===== config.mk =====
export PLATFORM = sky130hd
export DESIGN_NAME = fifo_queue_with_remove_by_id_top_flat
export DESIGN_NICKNAME = d
export VERILOG_FILES = /design/src/hdl/fqr_pkg.sv /design/src/hdl/fqr_if.sv /design/src/hdl/fqr_cell.sv /design/src/hdl/fqr_prefix.sv /design/src/hdl/fifo_queue_with_remove_by_id_top.sv /design/src/flat_wrapper.sv
export SDC_FILE = /design/constraint.sdc
export NUM_CORES = 1
export LEC_CHECK = 0
export BUFFER_PORTS_ARGS = -buffer_cell sky130_fd_sc_hd__buf_2
export CAP_MARGIN = 5
export CORE_ASPECT_RATIO = 1.5
export CORE_UTILIZATION = 45
export CTS_CLUSTER_SIZE = 14
export DETAILED_ROUTE_END_ITERATION = 10
export PLACE_DENSITY_LB_ADDON = 0.12
export SLEW_MARGIN = 20
export SYNTH_ARGS = -nofsm -noshare
export SYNTH_HDL_FRONTEND = slang
export SYNTH_HIERARCHICAL = 1
export SYNTH_SLANG_ARGS = --single-unit

===== constraint.sdc =====
create_clock -name clk -period 3.2 [get_ports clk]
set_input_delay 0.32 -clock clk [delete_from_list [all_inputs] [get_ports clk]]
set_output_delay 0.32 -clock clk [all_outputs]
set_load 0.05 [all_outputs]

===== src/hdl/fqr_pkg.sv =====
// ----------------------------------------------------------------------------
// fqr_pkg
// Shared types and codes for the run queue with removal by identifier.
// ----------------------------------------------------------------------------
package fqr_pkg;

  // Field widths
  localparam int unsigned ID_W = 16;
  localparam int unsigned OP_W = 2;
  localparam int unsigned ST_W = 2;

  // Default number of queue entries
  localparam int unsigned DEPTH_DEF = 16;

  // Operation codes
  localparam logic [OP_W-1:0] OP_ENQ = 2'd0;
  localparam logic [OP_W-1:0] OP_DEQ = 2'd1;
  localparam logic [OP_W-1:0] OP_REM = 2'd2;

  // Status codes
  localparam logic [ST_W-1:0] ST_OK   = 2'd0;
  localparam logic [ST_W-1:0] ST_MISS = 2'd1;
  localparam logic [ST_W-1:0] ST_FULL = 2'd2;

  // Per-cell control: take the neighbour's entry, or load the new identifier
  typedef struct packed {
    logic shift;
    logic load;
  } cell_ctl_t;

endpackage


===== src/hdl/fqr_if.sv =====
// ----------------------------------------------------------------------------
// fqr_in_if / fqr_out_if
// Valid/ready channels carrying one queue command or one result item.
// ----------------------------------------------------------------------------
interface fqr_in_if;
  logic                     valid;
  logic                     ready;
  logic [fqr_pkg::OP_W-1:0] operation;
  logic [fqr_pkg::ID_W-1:0] thread_id;

  modport source (output valid, operation, thread_id, input ready);
  modport sink   (input valid, operation, thread_id, output ready);
endinterface

interface fqr_out_if;
  logic                     valid;
  logic                     ready;
  logic [fqr_pkg::ST_W-1:0] status;
  logic [fqr_pkg::ID_W-1:0] removed_id;
  logic                     is_empty;
  logic                     is_full;

  modport source (output valid, status, removed_id, is_empty, is_full, input ready);
  modport sink   (input valid, status, removed_id, is_empty, is_full, output ready);
endinterface


===== src/hdl/fqr_cell.sv =====
// ----------------------------------------------------------------------------
// fqr_cell
// One queue slot: occupancy flag and identifier, fed from the next slot.
// ----------------------------------------------------------------------------
module fqr_cell (
  input  logic                     clk,
  input  logic                     rst_n,
  input  fqr_pkg::cell_ctl_t       ctl,
  input  logic                     nb_valid,
  input  logic [fqr_pkg::ID_W-1:0] nb_id,
  input  logic [fqr_pkg::ID_W-1:0] load_id,
  output logic                     valid_o,
  output logic                     valid_nxt_o,
  output logic [fqr_pkg::ID_W-1:0] id_o
);
  import fqr_pkg::*;

  logic            valid_r, valid_nxt;
  logic [ID_W-1:0] id_r, id_nxt;

  // Next slot contents: shift in from the neighbour, load, or hold
  always_comb begin
    valid_nxt = valid_r;
    id_nxt    = id_r;
    if (ctl.shift) begin
      valid_nxt = nb_valid;
      id_nxt    = nb_id;
    end else if (ctl.load) begin
      valid_nxt = 1'b1;
      id_nxt    = load_id;
    end
  end

  // Occupancy is control state
  always_ff @(posedge clk) begin
    if (!rst_n) begin
      valid_r <= 1'b0;
    end else begin
      valid_r <= valid_nxt;
    end
  end

  // Identifier payload, no reset
  always_ff @(posedge clk) begin
    id_r <= id_nxt;
  end

  assign valid_o     = valid_r;
  assign valid_nxt_o = valid_nxt;
  assign id_o        = id_r;

endmodule


===== src/hdl/fqr_prefix.sv =====
// ----------------------------------------------------------------------------
// fqr_prefix
// Log-depth inclusive prefix OR over the hit vector, head first.
// ----------------------------------------------------------------------------
module fqr_prefix #(
  parameter int unsigned N = fqr_pkg::DEPTH_DEF
) (
  input  logic [N-1:0] hit,
  output logic [N-1:0] seen
);
  import fqr_pkg::*;

  localparam int unsigned LV = $clog2(N);

  logic [N-1:0] lvl [LV+1];

  assign lvl[0] = hit;

  // Each level folds in bits (1 << i) places nearer the head
  for (genvar i = 0; i < LV; i++) begin : g_lvl
    assign lvl[i+1] = lvl[i] | (lvl[i] << (1 << i));
  end

  assign seen = lvl[LV];

endmodule


===== src/hdl/fifo_queue_with_remove_by_id_top.sv =====
// ----------------------------------------------------------------------------
// fifo_queue_with_remove_by_id_top
// Run queue of thread identifiers held in a row of slots, head in slot 0.
// Enqueue, dequeue and removal of the oldest matching identifier; removal
// closes the gap by shifting every later slot one place towards the head.
//
//   channel   direction  fields
//   in_ch     in         operation, thread_id
//   out_ch    out        status, removed_id, is_empty, is_full
//
// One item per cycle: all slots compare against the key at once and a
// log-depth prefix OR picks the oldest match, so each command completes in
// the cycle it is taken; its result sits in the output register from the
// next cycle. in_ch.ready falls only while a result waits and out_ch.ready
// is low. Synchronous active-low reset empties the queue.
// ----------------------------------------------------------------------------
module fifo_queue_with_remove_by_id_top #(
  parameter int unsigned DEPTH = fqr_pkg::DEPTH_DEF
) (
  input  logic      clk,
  input  logic      rst_n,
  fqr_in_if.sink    in_ch,
  fqr_out_if.source out_ch
);
  import fqr_pkg::*;

  logic            fire;
  logic            is_rm;
  logic [DEPTH-1:0] cell_valid, cell_valid_nxt, hit, seen, first;
  logic [ID_W-1:0] cell_id [DEPTH];
  cell_ctl_t       ctl [DEPTH];
  logic [ID_W-1:0] rid;
  logic [ST_W-1:0] status;

  logic            out_valid_r;
  logic [ST_W-1:0] status_r;
  logic [ID_W-1:0] removed_r;
  logic            empty_r, full_r;

  assign in_ch.ready = !out_valid_r || out_ch.ready;
  assign fire        = in_ch.valid && in_ch.ready;
  assign is_rm       = (in_ch.operation == OP_DEQ) || (in_ch.operation == OP_REM);

  // Hit vector: head slot for dequeue, matching slots for removal
  for (genvar k = 0; k < DEPTH; k++) begin : g_hit
    if (k == 0) begin : g_head
      assign hit[k] = cell_valid[k] &&
                      ((in_ch.operation == OP_DEQ) ||
                       ((in_ch.operation == OP_REM) && (cell_id[k] == in_ch.thread_id)));
    end else begin : g_body
      assign hit[k] = cell_valid[k] && (in_ch.operation == OP_REM) &&
                      (cell_id[k] == in_ch.thread_id);
    end
  end

  fqr_prefix #(.N(DEPTH)) u_prefix (
    .hit  (hit),
    .seen (seen)
  );

  assign first = seen & ~(seen << 1);

  // Row of slots
  for (genvar k = 0; k < DEPTH; k++) begin : g_cell
    logic            nb_valid;
    logic [ID_W-1:0] nb_id;
    logic            prev_valid;

    if (k == DEPTH - 1) begin : g_tail
      assign nb_valid = 1'b0;
      assign nb_id    = '0;
    end else begin : g_mid
      assign nb_valid = cell_valid[k+1];
      assign nb_id    = cell_id[k+1];
    end

    if (k == 0) begin : g_first
      assign prev_valid = 1'b1;
    end else begin : g_rest
      assign prev_valid = cell_valid[k-1];
    end

    // Shift at and behind the removed slot; load the first free slot
    assign ctl[k].shift = fire && is_rm && seen[k];
    assign ctl[k].load  = fire && (in_ch.operation == OP_ENQ) &&
                          !cell_valid[k] && prev_valid;

    fqr_cell u_cell (
      .clk         (clk),
      .rst_n       (rst_n),
      .ctl         (ctl[k]),
      .nb_valid    (nb_valid),
      .nb_id       (nb_id),
      .load_id     (in_ch.thread_id),
      .valid_o     (cell_valid[k]),
      .valid_nxt_o (cell_valid_nxt[k]),
      .id_o        (cell_id[k])
    );
  end

  // Removed identifier: select the oldest hit, zero when none
  always_comb begin
    rid = '0;
    for (int k = 0; k < DEPTH; k++) begin
      rid = rid | (cell_id[k] & {ID_W{first[k]}});
    end
  end

  // Status per command
  always_comb begin
    case (in_ch.operation)
      OP_ENQ:  status = cell_valid[DEPTH-1] ? ST_FULL : ST_OK;
      OP_DEQ,
      OP_REM:  status = seen[DEPTH-1] ? ST_OK : ST_MISS;
      default: status = ST_OK;
    endcase
  end

  // Output register: valid flag
  always_ff @(posedge clk) begin
    if (!rst_n) begin
      out_valid_r <= 1'b0;
    end else if (fire) begin
      out_valid_r <= 1'b1;
    end else if (out_ch.ready) begin
      out_valid_r <= 1'b0;
    end
  end

  // Output register: result payload
  always_ff @(posedge clk) begin
    if (fire) begin
      status_r  <= status;
      removed_r <= rid;
      empty_r   <= !cell_valid_nxt[0];
      full_r    <= cell_valid_nxt[DEPTH-1];
    end
  end

  assign out_ch.valid      = out_valid_r;
  assign out_ch.status     = status_r;
  assign out_ch.removed_id = removed_r;
  assign out_ch.is_empty   = empty_r;
  assign out_ch.is_full    = full_r;

endmodule


===== src/flat_wrapper.sv =====
// flat-port wrapper written by rule: the top's interface ports become plain ports
module fifo_queue_with_remove_by_id_top_flat import fqr_pkg::*;
#(
  parameter int unsigned DEPTH = fqr_pkg::DEPTH_DEF
)
  (clk, rst_n, in_ch_valid, in_ch_operation, in_ch_thread_id, in_ch_ready, out_ch_valid, out_ch_status, out_ch_removed_id, out_ch_is_empty, out_ch_is_full, out_ch_ready);
  fqr_in_if in_ch_i ();
  fqr_out_if out_ch_i ();
  input  logic clk;
  input  logic rst_n;
  input wire logic [$bits(in_ch_i.valid)-1:0] in_ch_valid;
  input wire logic [$bits(in_ch_i.operation)-1:0] in_ch_operation;
  input wire logic [$bits(in_ch_i.thread_id)-1:0] in_ch_thread_id;
  output wire logic [$bits(in_ch_i.ready)-1:0] in_ch_ready;
  output wire logic [$bits(out_ch_i.valid)-1:0] out_ch_valid;
  output wire logic [$bits(out_ch_i.status)-1:0] out_ch_status;
  output wire logic [$bits(out_ch_i.removed_id)-1:0] out_ch_removed_id;
  output wire logic [$bits(out_ch_i.is_empty)-1:0] out_ch_is_empty;
  output wire logic [$bits(out_ch_i.is_full)-1:0] out_ch_is_full;
  input wire logic [$bits(out_ch_i.ready)-1:0] out_ch_ready;
  assign in_ch_i.valid = in_ch_valid;
  assign in_ch_i.operation = in_ch_operation;
  assign in_ch_i.thread_id = in_ch_thread_id;
  assign in_ch_ready = in_ch_i.ready;
  assign out_ch_valid = out_ch_i.valid;
  assign out_ch_status = out_ch_i.status;
  assign out_ch_removed_id = out_ch_i.removed_id;
  assign out_ch_is_empty = out_ch_i.is_empty;
  assign out_ch_is_full = out_ch_i.is_full;
  assign out_ch_i.ready = out_ch_ready;
  fifo_queue_with_remove_by_id_top #(.DEPTH(DEPTH)) u_core (.clk(clk), .rst_n(rst_n), .in_ch(in_ch_i), .out_ch(out_ch_i));
endmodule

==> results.yml <==
status:
  status: "complete, but fails checks"
  violations: "DRC, setup timing"
grt:
  antenna_found_initial: 0
  grt_pass1_vias: 14600
  grt-ovfl-total: 0
  grt_pass1_wl_um: 98200
  grt_start_max_net_pins: 21
  grt_usage_pct: 33.7
power_and_ir_drop:
  power_mw: 9.06
  irDropWorstVdd_mv: 0.373
  sw_frac_of_total_pct: 25.1
  power_frac_clock_pct: 38.6
  p_switching_mw: 2.27
  powerDensity_nw_per_um2: 361
  p_int_mw: 6.79
  sequentialPowerShare_pct: 47.3
  pwr-share-comb_pct: 14.1
  p_leak_nw: 9.62
sta:
  setup_viol: 215
  relSlewSlack_pct: 51.6
  slew_viol_final: 0
  tightest_slew_ns: 0.724
  max_freq_mhz: 286
  final.min_clock_period_ns: 3.50
  min_period_over_period_pct: 109
  setup_slack_ns: -0.300
  hold_viol: 0
  fin_skew_ns: 0.0104
  grt_setup_unrepaired: "true"
floorplan:
  coreArea_um2: 40100
  initial_utilization_pct: 45.5
  io_pins: 44
  die_w_um: 166
  die_h_um: 249
  rows: 90
  dieArea_um2: 41400
cts:
  cts.sinks: 293
  worstSkewPairLatency_ns: 0.58
  clockBufferDepth: 3
  path_clk_slew_ns: 0.06
  cts_tree: "built"
  cts_buffers: 31
  clockRootBuffer: "clkbuf_16"
  htreeDepth: 1
cells_and_area:
  drive_gt1_share_pct: 54.6
  num-fill-cells: 3123
  diodes: 0
  fin_cells: 2400
  design_area_um2: 25100
  final_util_pct: 62.6
  mostFrequentLayoutCells: "buf_4, edfxtp_1, mux2_4, xnor2_1, mux2_2"
  mostFrequentLayoutCell: "buf_4"
  area_growth_pct: 37.6
  layout.nets: 1897
min_path:
  hold_class: "input port to flop"
  min-delay-start: "out_ch_ready"
  hold_end: "u_core/out_ch.valid"
  hold_depth: 3
synthesis:
  syn_inst: 1313
  yosysWarnings: 6
  netlist_area_um2: 18200
  syn_avg_cell_area_um2: 13.9
detailed_routing:
  viasPerCell: 5.74
  wire_per_inst_um: 29.0
  wl_um: 69700
  drc: 3
  ant_nets: 0
  dr.pass1.iters: 9
  drtIter0Drc: 1047
  vias: 13800
setup_path:
  rrSetupSlack_ns: -0.30
  cp.arrival_ns: 3.83
  start_kind: "flop"
  r2r_cells: 14
  required_ns: 3.53
  crit_path_end_kind: "flop"
  crit_fanout: 6
  worstReg2RegEnd: "u_core/g_cell[10].u_cell/id_o[3]"
  r2r_start: "u_core/g_cell[6].u_cell/id_o[13]"
  worstSetupPathType: "flop to flop"
placement:
  gp_congestion: 0.980
  io_buffers: 43
  place_area_um2: 22600
  place_ws_ns: -0.761
  dp_cells: 2291
  hpwlAfterDp_um: 53600
job:
  max_cap_viol_count: 0
state kept, by name, indices dropped and copies added, names as in the netlist:
signal,cells
u_core/g_cell.u_cell/id_o,256
u_core/out_ch.is_empty,1
u_core/g_cell.u_cell/valid_o,16
u_core/out_ch.status,2
u_core/out_ch.removed_id,16
u_core/out_ch.is_full,1
u_core/out_ch.valid,1
worst max path at each step:
stage	to	start	depth (start not counted)	slack, ns
6_report	u_core/g_cell[10].u_cell/id_o[3]	u_core/g_cell[6].u_cell/id_o[13]	14	-0.30
5_1_grt	u_core/out_ch.removed_id[11]	u_core/g_cell[1].u_cell/id_o[12]	15	-0.37
4_1_cts	u_core/out_ch.removed_id[11]	u_core/g_cell[1].u_cell/id_o[8]	16	-0.24
3_5_place_dp	u_core/out_ch.removed_id[11]	in_ch_thread_id[8]	17	-0.76
3_3_place_gp	u_core/out_ch.removed_id[13]	in_ch_thread_id[8]	16	-0.69
2_1_floorplan	u_core/out_ch.removed_id[11]	in_ch_operation[0]	17	-0.03
critical path, stage by stage, from the launching register on:
cell	delay, ns
edfxtp_1	0.41
xnor2_1	0.29
nand4_1	0.12
or4_1	0.60
nor4_2	0.33
nor4_4	0.12
nor3b_4	0.18
buf_12	0.14
nand3b_1	0.15
buf_4	0.14
buf_6	0.08
and2_4	0.16
buf_12	0.14
buf_8	0.11
mux2_4	0.29
routing by layer:
metal	wire [µm]	track usage, %
met1	24200	35.7
met2	35600	59.6
met3	2830	2.72
met4	7100	30.0
met5	0	0
per-stage QoR:
step                hold slack (ns)  setup TNS (ns)
finish                       0.0875          -26.30
global placement              0.526         -180.64
global route                  0.113          -45.47
floorplan                     0.459         -0.0320
CTS                          0.0679          -14.08
detailed placement            0.552         -207.15
power groups by stage:
| stage | Sequential [mW] | Combinational [mW] | Clock, mW |
|---|---|---|---|
| after CTS | 4.29 | 1.24 | 3.55 |
| after global routing | 4.29 | 1.33 | 3.66 |
| after floorplan | 4.44 | 0.588 | 0 |
| after global placement | 4.37 | 1.17 | 0 |
| final | 4.29 | 1.28 | 3.50 |
| after detailed placement | 4.37 | 1.19 | 0 |
what timing repair did:
action	in CTS	in global routing
endpoints found under the setup margin	444	455
setup buffers	34	17
gates cloned	13	1
hold buffers	1	0
pin swaps	41	31
hold endpoints to repair	1	0
gates resized for setup	166	83
cell type report:
class                           instances  area (µm²)  share of cell area [%]
Multi-Input combinational cell        932        9490                    37.8
Sequential cell                       293        8630                    34.4
Timing Repair Buffer                  608        5420                    21.6
Clock buffer                           37         798                    3.18
Tap cell                              506         633                    2.52
Clock inverter                         19         134                   0.533
Inverter                                5        18.8                  0.0747
No activity file was read; power rests on OpenSTA's default activity.
